--- config.mk ---
export PLATFORM = sky130hd
export DESIGN_NAME = sync_header_crc_packet_receiver
export DESIGN_NICKNAME = d
export VERILOG_FILES = /design/src/rtl/shcrx_pkg.sv /design/src/rtl/sync_header_crc_packet_receiver.sv /design/src/rtl/shcrx_front.sv /design/src/rtl/shcrx_rsp_queue.sv /design/src/rtl/shcrx_engine.sv
export SDC_FILE = /design/constraint.sdc
export NUM_CORES = 1
export LEC_CHECK = 0
export BUFFER_PORTS_ARGS = -buffer_cell sky130_fd_sc_hd__buf_2
export CORE_UTILIZATION = 30
export CTS_CLUSTER_SIZE = 14
export DETAILED_ROUTE_END_ITERATION = 7
export HOLD_SLACK_MARGIN = 0.06
export PLACE_DENSITY = 0.42
export SLEW_MARGIN = 20
export SYNTH_ARGS = -nofsm -noshare
export SYNTH_HDL_FRONTEND = slang
export SYNTH_SLANG_ARGS = --single-unit
--- constraint.sdc ---
create_clock -name clock -period 4.2 [get_ports clock]
set_clock_uncertainty 0.15 [all_clocks]
set_input_delay 0.63 -clock clock [delete_from_list [all_inputs] [get_ports clock]]
set_output_delay 0.63 -clock clock [all_outputs]
set_load 0.01 [all_outputs]
--- src/rtl/shcrx_pkg.sv ---
// ----------------------------------------------------------------------------
// Framed packet receiver package
// Item types, codes, reset values and the byte-wide CRC-16 update.
// ----------------------------------------------------------------------------
package shcrx_pkg;

   localparam int PAYLOAD_MAX = 24;

   localparam logic [7:0]  SYNC_FIRST  = 8'hAA;
   localparam logic [7:0]  SYNC_SECOND = 8'h55;
   localparam logic [15:0] CRC_POLY    = 16'h1021;
   localparam logic [15:0] CRC_INIT    = 16'hFFFF;

   // Commands
   localparam logic [1:0] CMD_BYTE  = 2'd0;
   localparam logic [1:0] CMD_TICK  = 2'd1;
   localparam logic [1:0] CMD_CLEAR = 2'd2;
   localparam logic [1:0] CMD_READ  = 2'd3;

   // Configuration register indexes
   localparam logic [2:0] CSR_TYPE_A_CODE   = 3'd0;
   localparam logic [2:0] CSR_TYPE_A_LENGTH = 3'd1;
   localparam logic [2:0] CSR_TYPE_B_CODE   = 3'd2;
   localparam logic [2:0] CSR_TYPE_B_LENGTH = 3'd3;
   localparam logic [2:0] CSR_TIMEOUT       = 3'd4;

   // Configuration reset values
   localparam logic [7:0]  RST_TYPE_A_CODE   = 8'h01;
   localparam logic [4:0]  RST_TYPE_A_LENGTH = 5'd13;
   localparam logic [7:0]  RST_TYPE_B_CODE   = 8'h02;
   localparam logic [4:0]  RST_TYPE_B_LENGTH = 5'd24;
   localparam logic [15:0] RST_TIMEOUT       = 16'd100;

   typedef struct packed {
      logic [1:0] command;
      logic [7:0] data_byte;
      logic [4:0] read_index;
   } req_item_type;

   typedef struct packed {
      logic       packet_ready;
      logic       packet_error;
      logic [7:0] packet_type;
      logic [4:0] payload_length;
      logic [7:0] read_byte;
      logic       busy_res;
   } rsp_item_type;

   typedef struct packed {
      logic [7:0]  type_a_code;
      logic [4:0]  type_a_length;
      logic [7:0]  type_b_code;
      logic [4:0]  type_b_length;
      logic [15:0] timeout_ticks;
   } cfg_type;

   // Item after the front end has classified it
   typedef struct packed {
      logic [1:0] command;
      logic [7:0] data_byte;
      logic [4:0] read_index;
      logic       is_sync_first;
      logic       is_sync_second;
      logic       read_in_range;
   } cls_item_type;

   // CRC-16/CCITT-FALSE update over one byte, MSB first
   function automatic logic [15:0] crc_byte(input logic [15:0] crc_old,
                                            input logic [7:0]  data);
      logic [15:0] crc;
      crc = crc_old ^ {data, 8'h00};
      for (int i = 0; i < 8; i++) begin
         if (crc[15]) begin
            crc = {crc[14:0], 1'b0} ^ CRC_POLY;
         end else begin
            crc = {crc[14:0], 1'b0};
         end
      end
      return crc;
   endfunction

endpackage

--- src/rtl/sync_header_crc_packet_receiver.sv ---
// ----------------------------------------------------------------------------
// Framed packet receiver with sync pair, header check and CRC-16
// Hunts for 0xAA 0x55, checks a type/length header against two configured
// kinds, stores the payload and checks a CRC-16/CCITT-FALSE trailer.
//
//   Channel   Direction  Handshake        Payload
//   req       in         push / full      req_item  (command, byte, index)
//   rsp       out        empty / pop      rsp_item  (flags, type, length, byte)
//   csr       in         csr_valid/ready  csr_index, csr_data
//
// Flow: one item per clock while the result queue has room; a result reaches
//   the rsp queue head through the front slot, then the engine into the result
//   queue, where it can be popped.
// Rate is set by the engine, which applies one item per clock through the
//   parser, the single-byte CRC update and the payload store write port.
// Reset: synchronous; both queues empty, parser hunting, config at defaults.
// Stalls: a full result queue holds the engine; the front queue keeps
//   accepting until its two entries are used.
// ----------------------------------------------------------------------------
module sync_header_crc_packet_receiver import shcrx_pkg::*; (
   input  logic         clock,
   input  logic         reset,
   input  logic         push,
   output logic         full,
   input  req_item_type req_item,
   output logic         empty,
   input  logic         pop,
   output rsp_item_type rsp_item,
   input  logic         csr_valid,
   output logic         csr_ready,
   input  logic [2:0]   csr_index,
   input  logic [15:0]  csr_data
);

   cfg_type      cfg_ff, cfg_in;
   logic         cls_valid, deq, enq, q_full;
   cls_item_type cls_item;
   rsp_item_type enq_item;

   // Configuration writes are always accepted and registered directly
   assign csr_ready = 1'b1;

   always_comb begin
      cfg_in = cfg_ff;
      if (csr_valid) begin
         case (csr_index)
            CSR_TYPE_A_CODE:   cfg_in.type_a_code   = csr_data[7:0];
            CSR_TYPE_A_LENGTH: cfg_in.type_a_length = csr_data[4:0];
            CSR_TYPE_B_CODE:   cfg_in.type_b_code   = csr_data[7:0];
            CSR_TYPE_B_LENGTH: cfg_in.type_b_length = csr_data[4:0];
            CSR_TIMEOUT:       cfg_in.timeout_ticks = csr_data;
            default:           cfg_in = cfg_ff;
         endcase
      end
   end

   always_ff @(posedge clock) begin
      if (reset) begin
         cfg_ff.type_a_code   <= RST_TYPE_A_CODE;
         cfg_ff.type_a_length <= RST_TYPE_A_LENGTH;
         cfg_ff.type_b_code   <= RST_TYPE_B_CODE;
         cfg_ff.type_b_length <= RST_TYPE_B_LENGTH;
         cfg_ff.timeout_ticks <= RST_TIMEOUT;
      end else begin
         cfg_ff <= cfg_in;
      end
   end

   // Front: accept and classify
   shcrx_front u_front (
      .clock     (clock),
      .reset     (reset),
      .push      (push),
      .full      (full),
      .req_item  (req_item),
      .deq       (deq),
      .cls_valid (cls_valid),
      .cls_item  (cls_item)
   );

   // Back: parse, check, store
   shcrx_engine u_engine (
      .clock     (clock),
      .reset     (reset),
      .cfg       (cfg_ff),
      .cls_valid (cls_valid),
      .cls_item  (cls_item),
      .deq       (deq),
      .out_full  (q_full),
      .enq       (enq),
      .enq_item  (enq_item)
   );

   // Hold results until popped
   shcrx_rsp_queue u_rsp_queue (
      .clock    (clock),
      .reset    (reset),
      .enq      (enq),
      .enq_item (enq_item),
      .q_full   (q_full),
      .empty    (empty),
      .pop      (pop),
      .rsp_item (rsp_item)
   );

endmodule

--- src/rtl/shcrx_front.sv ---
// ----------------------------------------------------------------------------
// Receiver front end
// Two-entry request queue; classifies each item as it is taken in.
// ----------------------------------------------------------------------------
module shcrx_front import shcrx_pkg::*; (
   input  logic         clock,
   input  logic         reset,
   input  logic         push,
   output logic         full,
   input  req_item_type req_item,
   input  logic         deq,
   output logic         cls_valid,
   output cls_item_type cls_item
);

   cls_item_type slot_ff [2];
   logic         wr_ptr_ff, wr_ptr_in;
   logic         rd_ptr_ff, rd_ptr_in;
   logic [1:0]   count_ff, count_in;
   cls_item_type cls_new;
   logic         do_push, do_pop;

   assign full      = (count_ff == 2'd2);
   assign cls_valid = (count_ff != 2'd0);
   assign cls_item  = slot_ff[rd_ptr_ff];
   assign do_push   = push && !full;
   assign do_pop    = deq && cls_valid;

   always_comb begin
      cls_new.command        = req_item.command;
      cls_new.data_byte      = req_item.data_byte;
      cls_new.read_index     = req_item.read_index;
      cls_new.is_sync_first  = (req_item.data_byte == SYNC_FIRST);
      cls_new.is_sync_second = (req_item.data_byte == SYNC_SECOND);
      cls_new.read_in_range  = ({27'd0, req_item.read_index} < PAYLOAD_MAX);
   end

   always_comb begin
      wr_ptr_in = wr_ptr_ff ^ do_push;
      rd_ptr_in = rd_ptr_ff ^ do_pop;
      count_in  = count_ff + {1'b0, do_push} - {1'b0, do_pop};
   end

   always_ff @(posedge clock) begin
      if (reset) begin
         wr_ptr_ff <= 1'b0;
         rd_ptr_ff <= 1'b0;
         count_ff  <= 2'd0;
      end else begin
         wr_ptr_ff <= wr_ptr_in;
         rd_ptr_ff <= rd_ptr_in;
         count_ff  <= count_in;
      end
   end

   always_ff @(posedge clock) begin
      if (do_push) begin
         slot_ff[wr_ptr_ff] <= cls_new;
      end
   end

endmodule

--- src/rtl/shcrx_rsp_queue.sv ---
// ----------------------------------------------------------------------------
// Result queue
// Two-entry queue holding finished result items until popped.
// ----------------------------------------------------------------------------
module shcrx_rsp_queue import shcrx_pkg::*; (
   input  logic         clock,
   input  logic         reset,
   input  logic         enq,
   input  rsp_item_type enq_item,
   output logic         q_full,
   output logic         empty,
   input  logic         pop,
   output rsp_item_type rsp_item
);

   rsp_item_type slot_ff [2];
   logic         wr_ptr_ff, wr_ptr_in;
   logic         rd_ptr_ff, rd_ptr_in;
   logic [1:0]   count_ff, count_in;
   logic         do_enq, do_pop;

   assign q_full   = (count_ff == 2'd2);
   assign empty    = (count_ff == 2'd0);
   assign rsp_item = slot_ff[rd_ptr_ff];
   assign do_enq   = enq && !q_full;
   assign do_pop   = pop && !empty;

   always_comb begin
      wr_ptr_in = wr_ptr_ff ^ do_enq;
      rd_ptr_in = rd_ptr_ff ^ do_pop;
      count_in  = count_ff + {1'b0, do_enq} - {1'b0, do_pop};
   end

   always_ff @(posedge clock) begin
      if (reset) begin
         wr_ptr_ff <= 1'b0;
         rd_ptr_ff <= 1'b0;
         count_ff  <= 2'd0;
      end else begin
         wr_ptr_ff <= wr_ptr_in;
         rd_ptr_ff <= rd_ptr_in;
         count_ff  <= count_in;
      end
   end

   always_ff @(posedge clock) begin
      if (do_enq) begin
         slot_ff[wr_ptr_ff] <= enq_item;
      end
   end

endmodule

--- src/rtl/shcrx_engine.sv ---
// ----------------------------------------------------------------------------
// Receiver engine
// Frame parser, CRC check, timeout counter and payload store.
// ----------------------------------------------------------------------------
module shcrx_engine import shcrx_pkg::*; (
   input  logic         clock,
   input  logic         reset,
   input  cfg_type      cfg,
   input  logic         cls_valid,
   input  cls_item_type cls_item,
   output logic         deq,
   input  logic         out_full,
   output logic         enq,
   output rsp_item_type enq_item
);

   localparam logic [2:0] PH_HUNT    = 3'd0;
   localparam logic [2:0] PH_SYNC2   = 3'd1;
   localparam logic [2:0] PH_HEADER  = 3'd2;
   localparam logic [2:0] PH_PAYLOAD = 3'd3;
   localparam logic [2:0] PH_CRC     = 3'd4;

   logic [2:0]  phase_ff, phase_in;
   logic [4:0]  byte_count_ff, byte_count_in;
   logic [7:0]  header_type_ff, header_type_in;
   logic [7:0]  length_low_ff, length_low_in;
   logic [4:0]  accepted_length_ff, accepted_length_in;
   logic [15:0] crc_ff, crc_in;
   logic [7:0]  crc_first_ff, crc_first_in;
   logic [15:0] elapsed_ff, elapsed_in;
   logic        ready_ff, ready_in;
   logic        error_ff, error_in;
   logic [7:0]  store_ff [PAYLOAD_MAX];

   logic        fire, held, fail, hdr_ok;
   logic        store_we;
   logic [15:0] crc_next, elapsed_inc;
   logic [4:0]  count_inc;
   logic [7:0]  read_data;
   logic [7:0]  d;

   assign fire = cls_valid && !out_full;
   assign deq  = fire;
   assign enq  = fire;
   assign d    = cls_item.data_byte;
   assign held = ready_ff || error_ff;

   assign crc_next    = crc_byte(crc_ff, d);
   assign count_inc   = byte_count_ff + 5'd1;
   assign elapsed_inc = (elapsed_ff == 16'hFFFF) ? elapsed_ff : elapsed_ff + 16'd1;

   // Header match: type and 16-bit length against either configured pair
   assign hdr_ok = (d == 8'h00) && (length_low_ff <= 8'(PAYLOAD_MAX)) &&
                   ((header_type_ff == cfg.type_a_code &&
                     length_low_ff == {3'b000, cfg.type_a_length}) ||
                    (header_type_ff == cfg.type_b_code &&
                     length_low_ff == {3'b000, cfg.type_b_length}));

   always_comb begin
      phase_in           = phase_ff;
      byte_count_in      = byte_count_ff;
      header_type_in     = header_type_ff;
      length_low_in      = length_low_ff;
      accepted_length_in = accepted_length_ff;
      crc_in             = crc_ff;
      crc_first_in       = crc_first_ff;
      elapsed_in         = elapsed_ff;
      ready_in           = ready_ff;
      error_in           = error_ff;
      store_we           = 1'b0;
      fail               = 1'b0;
      read_data          = 8'h00;

      if (fire) begin
         case (cls_item.command)
            CMD_BYTE: begin
               if (!held) begin
                  case (phase_ff)
                     PH_HUNT: begin
                        if (cls_item.is_sync_first) begin
                           elapsed_in = 16'd0;
                           phase_in   = PH_SYNC2;
                        end
                     end
                     PH_SYNC2: begin
                        if (cls_item.is_sync_second) begin
                           byte_count_in = 5'd0;
                           crc_in        = CRC_INIT;
                           phase_in      = PH_HEADER;
                        end else if (!cls_item.is_sync_first) begin
                           phase_in           = PH_HUNT;
                           byte_count_in      = 5'd0;
                           accepted_length_in = 5'd0;
                           elapsed_in         = 16'd0;
                           crc_in             = CRC_INIT;
                        end
                     end
                     PH_HEADER: begin
                        crc_in = crc_next;
                        if (byte_count_ff == 5'd0) begin
                           header_type_in = d;
                           byte_count_in  = 5'd1;
                        end else if (byte_count_ff == 5'd1) begin
                           length_low_in = d;
                           byte_count_in = 5'd2;
                        end else if (hdr_ok) begin
                           accepted_length_in = length_low_ff[4:0];
                           byte_count_in      = 5'd0;
                           phase_in = (length_low_ff == 8'h00) ? PH_CRC : PH_PAYLOAD;
                        end else begin
                           fail = 1'b1;
                        end
                     end
                     PH_PAYLOAD: begin
                        store_we = ({27'd0, byte_count_ff} < PAYLOAD_MAX);
                        crc_in   = crc_next;
                        if (count_inc >= accepted_length_ff) begin
                           byte_count_in = 5'd0;
                           phase_in      = PH_CRC;
                        end else begin
                           byte_count_in = count_inc;
                        end
                     end
                     PH_CRC: begin
                        if (byte_count_ff == 5'd0) begin
                           crc_first_in  = d;
                           byte_count_in = 5'd1;
                        end else if (crc_ff == {d, crc_first_ff}) begin
                           ready_in = 1'b1;
                        end else begin
                           fail = 1'b1;
                        end
                     end
                     default: begin
                        fail = 1'b1;
                     end
                  endcase
               end
            end
            CMD_TICK: begin
               if (!held && phase_ff != PH_HUNT) begin
                  elapsed_in = elapsed_inc;
                  if (elapsed_inc >= cfg.timeout_ticks) begin
                     fail = 1'b1;
                  end
               end
            end
            CMD_CLEAR: begin
               ready_in           = 1'b0;
               error_in           = 1'b0;
               phase_in           = PH_HUNT;
               byte_count_in      = 5'd0;
               accepted_length_in = 5'd0;
               elapsed_in         = 16'd0;
               crc_in             = CRC_INIT;
            end
            CMD_READ: begin
               if (cls_item.read_in_range) begin
                  read_data = store_ff[cls_item.read_index];
               end
            end
            default: begin
               read_data = 8'h00;
            end
         endcase

         // Drop the packet and flag it
         if (fail) begin
            phase_in           = PH_HUNT;
            byte_count_in      = 5'd0;
            accepted_length_in = 5'd0;
            elapsed_in         = 16'd0;
            crc_in             = CRC_INIT;
            error_in           = 1'b1;
         end
      end
   end

   always_comb begin
      enq_item.packet_ready   = ready_in;
      enq_item.packet_error   = error_in;
      enq_item.packet_type    = header_type_in;
      enq_item.payload_length = accepted_length_in;
      enq_item.read_byte      = read_data;
      enq_item.busy_res       = (phase_in != PH_HUNT) && !ready_in && !error_in;
   end

   always_ff @(posedge clock) begin
      if (reset) begin
         phase_ff           <= PH_HUNT;
         byte_count_ff      <= 5'd0;
         header_type_ff     <= 8'h00;
         length_low_ff      <= 8'h00;
         accepted_length_ff <= 5'd0;
         crc_ff             <= CRC_INIT;
         crc_first_ff       <= 8'h00;
         elapsed_ff         <= 16'd0;
         ready_ff           <= 1'b0;
         error_ff           <= 1'b0;
      end else begin
         phase_ff           <= phase_in;
         byte_count_ff      <= byte_count_in;
         header_type_ff     <= header_type_in;
         length_low_ff      <= length_low_in;
         accepted_length_ff <= accepted_length_in;
         crc_ff             <= crc_in;
         crc_first_ff       <= crc_first_in;
         elapsed_ff         <= elapsed_in;
         ready_ff           <= ready_in;
         error_ff           <= error_in;
      end
   end

   always_ff @(posedge clock) begin
      if (store_we) begin
         store_ff[byte_count_ff] <= d;
      end
   end

endmodule

==> flow_summary.toml, run 1 <==
[placement]
place.gp.congestion = 0.835
port_buffers = 64
preCtsSetupSlack_ns = 0.0583
placed_cells = 2242
dpl.hpwl_um = 31300
place_area_um2 = 19100

[finish]
multi_input_area_um2 = 6410
final_nets = 1598
areaGrowthSynthToFinish_pct = 16.7
drive_gt1_share_pct = 19.3
fillers = 5705
stdcell_count = 2327
diodes = 0
final_area_um2 = 20600
ff_latch_area_um2 = 10700

[synthesis]
synth_area_um2 = 17700
ys_top_cells_by_area = "edfxtp_1, dfxtp_1, mux4_2"
ys.flop_type = "edfxtp_1"
syn-num-nets = 1490
yosysMostFrequentCell = "edfxtp_1"
yosysWarnings = 0
synth_common_cells = "edfxtp_1, nand2_1, dfxtp_1"
synth_top_area_share_pct = 47.0
synth_cells = 1417
async_flop_share_pct = 0
synth_seq_cells = 397
synth_edf_count = 276
synth_cell_type_count = 80
synth_area_per_cell_um2 = 12.5
ys_seq_area_share_pct = 60.7
synth_top_area_cell = "edfxtp_1"

[sta]
post-route-period-util_pct = 93.9
max_slew_margin_pct = 35.5
fmaxAchievable_ghz = 0.254
whs_ns = 0.114
finalWorstSetupSlack_ns = 0.256
finalSetupViolations = 0
slew_violations = 0
fin_crit_ns = 3.94
hold_viol = 0
tightest_slew_ns = 0.940

[setup_path]
worst_setup_path_start_kind = "register"
r2r_slack_ns = 0.26
path_class = "reg -> reg"
crit_fanout = 6
crit_arrival_ns = 4.17
crit_required_ns = 4.43
critPathCaptureType = "register"

[power]
p_leak_nw = 7.07
power_w = 0.0119
clkPwrFrac_pct = 32.7
p_sw_w = 0.00374
ir_worst_vdd_mv = 0.271
seq_power_share_pct = 40.0
p_int_w = 0.00816
switching_share_pct = 31.4
power_density_nw_per_um2 = 577
combPwrFrac_pct = 27.3

[global_route]
antenna_found_initial = 6
grt_pass1_vias = 11125
grt_max_degree = 48
gr-total-overflow = 0
grt_first_pass_wirelength_um = 69300
grt_usage_pct = 15.4

[cts]
clockBufferDepth = 3
cts_hold_buffers = 0
cts_buffers = 46
htree_levels = 2
cts_tree = "yes"
clk_pin_slew_ns = 0.05
postCtsSetupRepairBufs = 0
clock-sinks = 397
cts-root-buf = "clkbuf_16"
clk-insertion-delay-late_ns = 0.57

[drt]
drc = 0
wl_per_cell_um = 19.8
via_per_inst = 4.85
firstDrtPassIters = 5
vias = 11280
drt-initial-drc-count = 702
ant_nets = 0
drt-total-wl_um = 46100

[floorplan]
io_pins = 66
dieHeight_um = 245
die_w_um = 245
rows = 88
core_area_um2 = 57900
fp.dieArea_um2 = 59800
initial_core_util_pct = 30.5

[hold_path]
min_path_type = "in -> reg"

[outcome]
status = "complete, no violations"

[flow_run]
cap_violations = 0
-- through the flow --
stage	utilization, %	setup TNS, ns
finish	35.6	0
global route	35.6	-0.0514
CTS	35.5	0
detailed placement	33.0	0
global placement	33.0	0
floorplan	-	0
-- repair_timing --
item,4_1_cts,5_1_grt
hold endpoints to repair,0,0
gates resized for setup,0,8
endpoints found under the setup margin,0,27
-- final timing paths --
check,endpoint,depth (start not counted),from
worst max-delay path,u_rsp_queue.slot_ff[1][0]$_DFFE_PP_,15,u_engine.elapsed_ff[5]$_SDFFE_PP0P_
worst min-delay path,u_front.slot_ff[1][17]$_DFFE_PP_,1,req_item[14]
worst max register to register,u_rsp_queue.slot_ff[1][0]$_DFFE_PP_,15,u_engine.elapsed_ff[5]$_SDFFE_PP0P_
worst min register to register,cfg_ff[1]$_SDFFE_PP0P_,2,cfg_ff[1]$_SDFFE_PP0P_
-- critical path: stages, from the launching register on --
cell	delay [ns]
dfxtp_1	0.41
and3_1	0.22
nand3_1	0.15
nor3_1	0.35
buf_4	0.19
nand3_1	0.09
mux2i_1	0.21
ha_1	0.27
a21oi_1	0.13
o21ai_1	0.15
nor3_4	0.26
a211o_2	0.21
o22ai_4	0.09
or2_2	0.33
a22o_1	0.25
a41oi_1	0.27
-- layer usage --
layer	global-route usage (%)	up-vias	part of all wire, %
met3	2.70	63	4.4
met4	4.39	10	1.9
met2	24.2	237	45
li1	-	5427	-
met5	0	-	0.14
met1	21.5	5543	48
-- logic make-up (layout without fill, tap and decap cells) --
group	Yosys count	after routing	synth area share [%]
AO/OA/AOI/OAI	238	238	9.53
AND/OR/NAND/NOR	471	471	12.7
other	1	1	0.0212
flip-flops	397	397	60.7
XOR/XNOR	77	77	3.82
multiplexers	85	85	7.46
adder cells (fa/ha/maj)	34	34	2.41
buffers and inverters	114	259	3.36
-- cell usage in the layout (no fill, tap or decap), types with 6 or more instances in the layout --
cell type | Yosys | routed
edfxtp_1 | 276 | 276
nand2_1 | 180 | 179
dfxtp_1 | 121 | 120
nor2_1 | 111 | 111
a21oi_1 | 77 | 77
buf_2 | 4 | 63
buf_4 | 3 | 62
xnor2_1 | 61 | 61
clkbuf_16 | 0 | 46
inv_1 | 42 | 42
a211oi_1 | 42 | 42
nand3_1 | 38 | 38
ha_1 | 34 | 34
mux4_2 | 32 | 32
mux2_2 | 29 | 29
and2_1 | 30 | 29
nor2b_1 | 23 | 23
a31oi_1 | 22 | 20
mux2i_1 | 19 | 17
o21ai_0 | 18 | 17
clkbuf_1 | 48 | 17
xor2_1 | 16 | 16
nor3_1 | 16 | 15
nand4_1 | 11 | 11
a2bb2oi_2 | 10 | 10
a311oi_1 | 9 | 9
nor4_1 | 8 | 8
nand3b_1 | 8 | 8
nand2b_1 | 7 | 7
and3_1 | 6 | 6
clkinv_1 | 1 | 6
o211ai_1 | 6 | 6
a211o_1 | 6 | 6
a2bb2oi_1 | 6 | 6
clkinv_2 | 0 | 6
buf_12 | 2 | 6
-- final cells by class --
cell class                 count  area share, %
inverter                      43          0.783
clock inverter                17          0.880
tap                          765           4.64
clock buffer                  68           6.23
multi-input combinational    906           31.1
timing repair buffer         131           4.37
sequential                   397           52.0
-- registers in the layout, indices dropped and copies added (netlist names), 3 cells and up --
signal                       count
u_front.slot_ff                 36
u_engine.accepted_length_ff      5
u_engine.byte_count_ff           5
u_rsp_queue.slot_ff             48
u_engine.header_type_ff          8
u_engine.crc_first_ff            8
u_engine.crc_ff                 16
u_engine.phase_ff                3
u_engine.elapsed_ff             16
u_engine.length_low_ff           8
cfg_ff                          42
u_engine.store_ff              192
-- power by group through the flow --
| stage | clock [W] | sequential [W] | combinational [W] |
|---|---|---|---|
| finish | 0.00389 | 0.00476 | 0.00325 |
| global route | 0.00418 | 0.00479 | 0.00356 |
| CTS | 0.00403 | 0.00476 | 0.00335 |
| detailed placement | 0 | 0.00485 | 0.00334 |
| global placement | 0 | 0.00484 | 0.00331 |
| floorplan | 0 | 0.00481 | 0.00207 |
No activity file was read; power rests on OpenSTA's default activity.
==> inputs of run 2 (changes only) <==
--- a/config.mk
+++ b/config.mk
@@ -11,6 +11,7 @@
 export DETAILED_ROUTE_END_ITERATION = 7
 export HOLD_SLACK_MARGIN = 0.06
 export PLACE_DENSITY = 0.42
+export REMOVE_ABC_BUFFERS = 1
 export SLEW_MARGIN = 20
 export SYNTH_ARGS = -nofsm -noshare
 export SYNTH_HDL_FRONTEND = slang
==> flow_summary.toml, run 2 (synthesized netlist as in run 1, its figures left out) <==
[placement]
place.gp.congestion = 0.805
place_area_um2 = 19100
port_buffers = 64
dpl.hpwl_um = 31300

[sta]
fin_crit_ns = 3.95
hold_viol = 0
post-route-period-util_pct = 94.0
fmaxAchievable_ghz = 0.253
fin_tns_setup_ns = 0
finalSetupViolations = 0
tightest_slew_ns = 1.07
whs_ns = 0.117
slew_violations = 0
max_slew_margin_pct = 28.6

[setup_path]
reg2reg_from = "u_engine.elapsed_ff[1]$_SDFFE_PP0P_"
critPathCaptureType = "register"
r2r_cells = 18
cp.buffers_inverters = 2
crit_fanout = 16
crit_chain = "ha_1, nand2_1, nor4_4, and2_2, nor3_2, and3_1, xor2_1, ha_1, a21oi_1, nand2_1, nor3_2, a211o_2, o22ai_4, buf_4, a21oi_4, and4b_1, buf_12, a2bb2oi_1"
max_stage_delay_ns = 0.38
path_class = "reg -> reg"
worst_setup_path_start_kind = "register"
crit_required_ns = 4.47
cp_top_family = "simple AND/OR/NAND/NOR gates"
slowest_stage = "dfxtp_1"
r2r_slack_ns = 0.25
r2r_end = "u_engine.crc_ff[3]$_SDFFE_PP1P_"
crit_arrival_ns = 4.22

[finish]
largest-register = "u_engine.store_ff"
final_area_um2 = 20500
top_regs = "u_engine.store_ff x192, u_rsp_queue.slot_ff x48, cfg_ff x42"
final_nets = 1606
fillers = 5810
final_cell_mix = "edfxtp_1, nand2_1, dfxtp_1"
drive_gt1_share_pct = 19.8
areaGrowthSynthToFinish_pct = 16.3
finish.utilization_pct = 35.4
final_common_cell = "edfxtp_1"
largest_register_ffs = 192

[cts]
htree_levels = 2
cts_tree = "yes"
clk_pin_slew_ns = 0.06
cts-root-buf = "clkbuf_16"
cts_buffers = 45
clk-insertion-delay-late_ns = 0.58
clock-sinks = 397
clockBufferDepth = 3

[drt]
drt-initial-drc-count = 766
drc = 0
firstDrtPassIters = 5
ant_nets = 0
vias = 11235
wl_per_cell_um = 19.9
via_per_inst = 4.82
drt-total-wl_um = 46300

[floorplan]
io_pins = 66
dieHeight_um = 245
fp.dieArea_um2 = 59800
initial_core_util_pct = 30.5
die_w_um = 245
rows = 88
core_area_um2 = 57900

[power]
p_leak_nw = 7.06
power_density_nw_per_um2 = 569
power_w = 0.0117
ir_worst_vdd_mv = 0.311

[global_route]
antenna_found_initial = 2
grt_pass1_vias = 11327
grt_usage_pct = 15.7
grt_first_pass_wirelength_um = 71300
grt_max_degree = 66
gr-total-overflow = 0

[hold_path]
hold_path_end = "u_front.slot_ff[1][3]$_DFFE_PP_"
hold_start = "req_item[0]"
min_path_type = "in -> reg"
hold_path_depth = 1

[outcome]
status = "complete, no violations"

[flow_run]
cap_violations = 0
==> run 2: timing repair <==
action,in CTS,in global routing
buffers inserted,0,0
endpoints found under the setup margin,5,36
pin swaps,0,1
resized for setup,2,7
hold buffers,0,0
==> run 2: power by group <==
group / internal [W] / switching, W
logic: 0.00117 / 0.00208
clock network: 0.00206 / 0.00157
registers: 0.00468 / 0.000107
total: 0.00792 / 0.00375
==> run 2: routing by layer <==
| layer | track usage [%] | vias up | wire length (um) |
|---|---|---|---|
| li1 | - | 5431 | - |
| met1 | 22.5 | 5551 | 22500 |
| met2 | 24.8 | 203 | 21200 |
| met3 | 2.41 | 50 | 1880 |
| met4 | 3.93 | 0 | 752 |
| met5 | 0 | - | 0 |
==> run 2: worst max-delay path by stage <==
stage / slack [ns] / depth (start not counted) / to / from
2_1_floorplan: -0.84 / 7 / u_rsp_queue.slot_ff[0][7]$_DFFE_PP_ / u_front.rd_ptr_ff$_SDFF_PP0_
3_3_place_gp: 0.19 / 17 / u_engine.crc_ff[1]$_SDFFE_PP1P_ / u_engine.elapsed_ff[1]$_SDFFE_PP0P_
3_5_place_dp: 0.01 / 16 / u_rsp_queue.slot_ff[1][0]$_DFFE_PP_ / u_engine.elapsed_ff[1]$_SDFFE_PP0P_
4_1_cts: 0.12 / 16 / u_rsp_queue.slot_ff[0][0]$_DFFE_PP_ / u_engine.elapsed_ff[1]$_SDFFE_PP0P_
5_1_grt: -0.003 / 18 / u_engine.crc_ff[3]$_SDFFE_PP1P_ / u_engine.elapsed_ff[1]$_SDFFE_PP0P_
6_report: 0.25 / 18 / u_engine.crc_ff[3]$_SDFFE_PP1P_ / u_engine.elapsed_ff[1]$_SDFFE_PP0P_
==> run 2: cell type report <==
type | count | area [um2] | area share (%)
clock inverter | 19 | 125 | 0.610
timing repair buffer | 140 | 943 | 4.60
sequential | 397 | 10700 | 52.2
tap | 765 | 957 | 4.66
antenna | 2 | 5.00 | 0.0244
clock buffer | 59 | 1200 | 5.85
inverter | 43 | 161 | 0.786
multi-input combinational | 906 | 6420 | 31.3
==> run 2: stage by stage <==
| step | setup slack, ns | std cells |
|---|---|---|
| finish | 0.251 | 2331 |
| detailed placement | 0.00997 | 2251 |
| global placement | 0.194 | 2251 |
| CTS | 0.116 | 2329 |
| global route | -0.00312 | 2329 |
| floorplan | -0.836 | 1346 |
==> inputs of run 3 (changes only) <==
--- a/config.mk
+++ b/config.mk
@@ -9,8 +9,8 @@
 export CORE_UTILIZATION = 30
 export CTS_CLUSTER_SIZE = 14
 export DETAILED_ROUTE_END_ITERATION = 7
-export HOLD_SLACK_MARGIN = 0.06
-export PLACE_DENSITY = 0.42
+export HOLD_SLACK_MARGIN = 0.08
+export PLACE_DENSITY = 0.43
 export REMOVE_ABC_BUFFERS = 1
 export SLEW_MARGIN = 20
 export SYNTH_ARGS = -nofsm -noshare
==> constraint.sdc (replaced) <==
create_clock -name clock -period 3.2 [get_ports clock]
set_clock_uncertainty 0.15 [all_clocks]
set_input_delay 0.48 -clock clock [delete_from_list [all_inputs] [get_ports clock]]
set_output_delay 0.48 -clock clock [all_outputs]
set_load 0.01 [all_outputs]
==> flow_summary.toml, run 3 (synthesized netlist as in run 1, its figures left out) <==
[global_route]
gr-total-overflow = 0
grt_usage_pct = 16.2
antenna_found_initial = 0
grt_max_degree = 71
grt_first_pass_wirelength_um = 73600
grt_pass1_vias = 11996

[drt]
vias = 11865
drc = 0
drt-total-wl_um = 48400
via_per_inst = 4.85
drt-initial-drc-count = 671
wl_per_cell_um = 19.8
firstDrtPassIters = 5
ant_nets = 0

[placement]
preCtsSetupSlack_ns = -0.714
port_buffers = 64
place.gp.congestion = 0.826
dpl.hpwl_um = 32200

[finish]
final_cell_mix = "edfxtp_1, nand2_1, buf_4"
drive_gt1_share_pct = 27.9
largest-register = "u_engine.store_ff"
areaGrowthSynthToFinish_pct = 26.1
largest_register_ffs = 192
top_regs = "u_engine.store_ff x192, u_rsp_queue.slot_ff x48, cfg_ff x42"
diodes = 0
final_common_cell = "edfxtp_1"
final_nets = 1719

[outcome]
violations = "setup timing"
status = "complete, but fails checks"

[sta]
fin_crit_ns = 3.61
tightest_slew_ns = 1.04
fmaxAchievable_ghz = 0.277
hold_viol = 0
finalWorstSetupSlack_ns = -0.413
post-route-period-util_pct = 113
max_slew_margin_pct = 30.7
slew_violations = 0
finalSetupViolations = 60
rsz0062_at_grt = "true"

[power]
seq_power_share_pct = 38.5
ir_worst_vdd_mv = 0.455
switching_share_pct = 31.9
p_sw_w = 0.00521
power_w = 0.0163
p_leak_nw = 7.77
combPwrFrac_pct = 29.9
clkPwrFrac_pct = 31.7
p_int_w = 0.0111
power_density_nw_per_um2 = 732

[floorplan]
dieHeight_um = 245
fp.dieArea_um2 = 59800
core_area_um2 = 57900
io_pins = 66
rows = 88
die_w_um = 245
initial_core_util_pct = 30.5

[cts]
cts-root-buf = "clkbuf_16"
clock-sinks = 397
cts_tree = "yes"
clk-insertion-delay-late_ns = 0.59
htree_levels = 2
clk_pin_slew_ns = 0.06
clockBufferDepth = 3
cts_buffers = 46

[setup_path]
crit_required_ns = 3.52
r2r_slack_ns = -0.41
crit_arrival_ns = 3.93
worst_setup_path_start_kind = "register"
critPathCaptureType = "register"
crit_fanout = 8
path_class = "reg -> reg"

[hold_path]
min_path_type = "in -> reg"

[flow_run]
cap_violations = 0
==> run 3: cell types whose count changed in the layout (fill, tap and decap cells not counted), moves of 7 or more <==
cell           before  now
buf_12              4   15
dfxtp_1           120  113
dlygate4sd3_1       0   31
buf_4              73  133
a21oi_2             0   15
buf_6               0    9
nand3_1            38   23
a21oi_1            77   61
nand3_2             0   10
clkinv_2           12    5
==> run 3: per-layer routing <==
| metal | share of wire, % | GRT usage [%] | up-vias |
|---|---|---|---|
| li1 | - | - | 5671 |
| met4 | 1.5 | 3.68 | 0 |
| met3 | 4.4 | 2.77 | 49 |
| met1 | 48 | 22.9 | 5911 |
| met2 | 46 | 25.6 | 234 |
| met5 | 0 | 0 | - |
==> run 3: area by class of cell <==
| type | count | area (um2) |
|---|---|---|
| clock buffers | 62 | 1230 |
| clock inverters | 23 | 258 |
| fillers | 5632 | 35600 |
| inverters | 43 | 161 |
| multi-input cells | 906 | 6890 |
| flip-flops and latches | 397 | 10700 |
| well taps | 765 | 957 |
| repair buffers | 252 | 2050 |
==> run 3: metrics by stage <==
step	area, um2	util, %	setup TNS (ns)	std cells	hold WS (ns)
after floorplan	17200	-	-110.95	1346	0.280
after global placement	19800	34.1	-25.71	2317	0.295
after detailed placement	19800	34.1	-29.03	2317	0.301
after CTS	21800	37.6	-13.97	2439	0.175
after global routing	22300	38.4	-30.02	2448	0.249
final	22300	38.4	-18.32	2448	0.211
==> run 3: worst max-delay path: stages, from the launching register on <==
cell,delay [ns]
dfxtp_1,0.34
ha_2,0.20
nand2_2,0.07
nor4_4,0.19
and2_4,0.22
nor3_4,0.05
and3_4,0.18
xor2_1,0.14
ha_1,0.33
a21oi_2,0.16
nand2_2,0.08
nor3_4,0.28
a211o_4,0.20
o22ai_4,0.07
buf_6,0.12
a21oi_4,0.14
and4b_2,0.34
clkbuf_16,0.20
a2bb2oi_2,0.05
==> run 3: worst paths after layout <==
check / startpoint / to / cells after the start
worst max-delay path: u_engine.elapsed_ff[1]$_SDFFE_PP0P_ / u_engine.crc_ff[8]$_SDFFE_PP1P_ / 18
worst min-delay path: csr_index[0] / cfg_ff[26]$_SDFFE_PP0P_ / 4
worst max register to register: u_engine.elapsed_ff[1]$_SDFFE_PP0P_ / u_engine.crc_ff[8]$_SDFFE_PP1P_ / 18
worst min register to register: cfg_ff[13]$_SDFFE_PP0P_ / cfg_ff[13]$_SDFFE_PP0P_ / 2
==> run 3: what timing repair did <==
action	in CTS	in global routing
setup buffers	6	7
pin swaps	20	33
endpoints found under the hold margin	67	0
gates resized for setup	49	73
cloned	0	2
setup endpoints to repair	63	67
hold buffers	31	0
==> run 3: power by group through the flow <==
stage | logic (W) | clock network [W] | registers, W
floorplan | 0.00248 | 0 | 0.00640
global placement | 0.00465 | 0 | 0.00637
detailed placement | 0.00467 | 0 | 0.00638
CTS | 0.00476 | 0.00534 | 0.00627
global route | 0.00526 | 0.00551 | 0.00631
finish | 0.00487 | 0.00517 | 0.00627
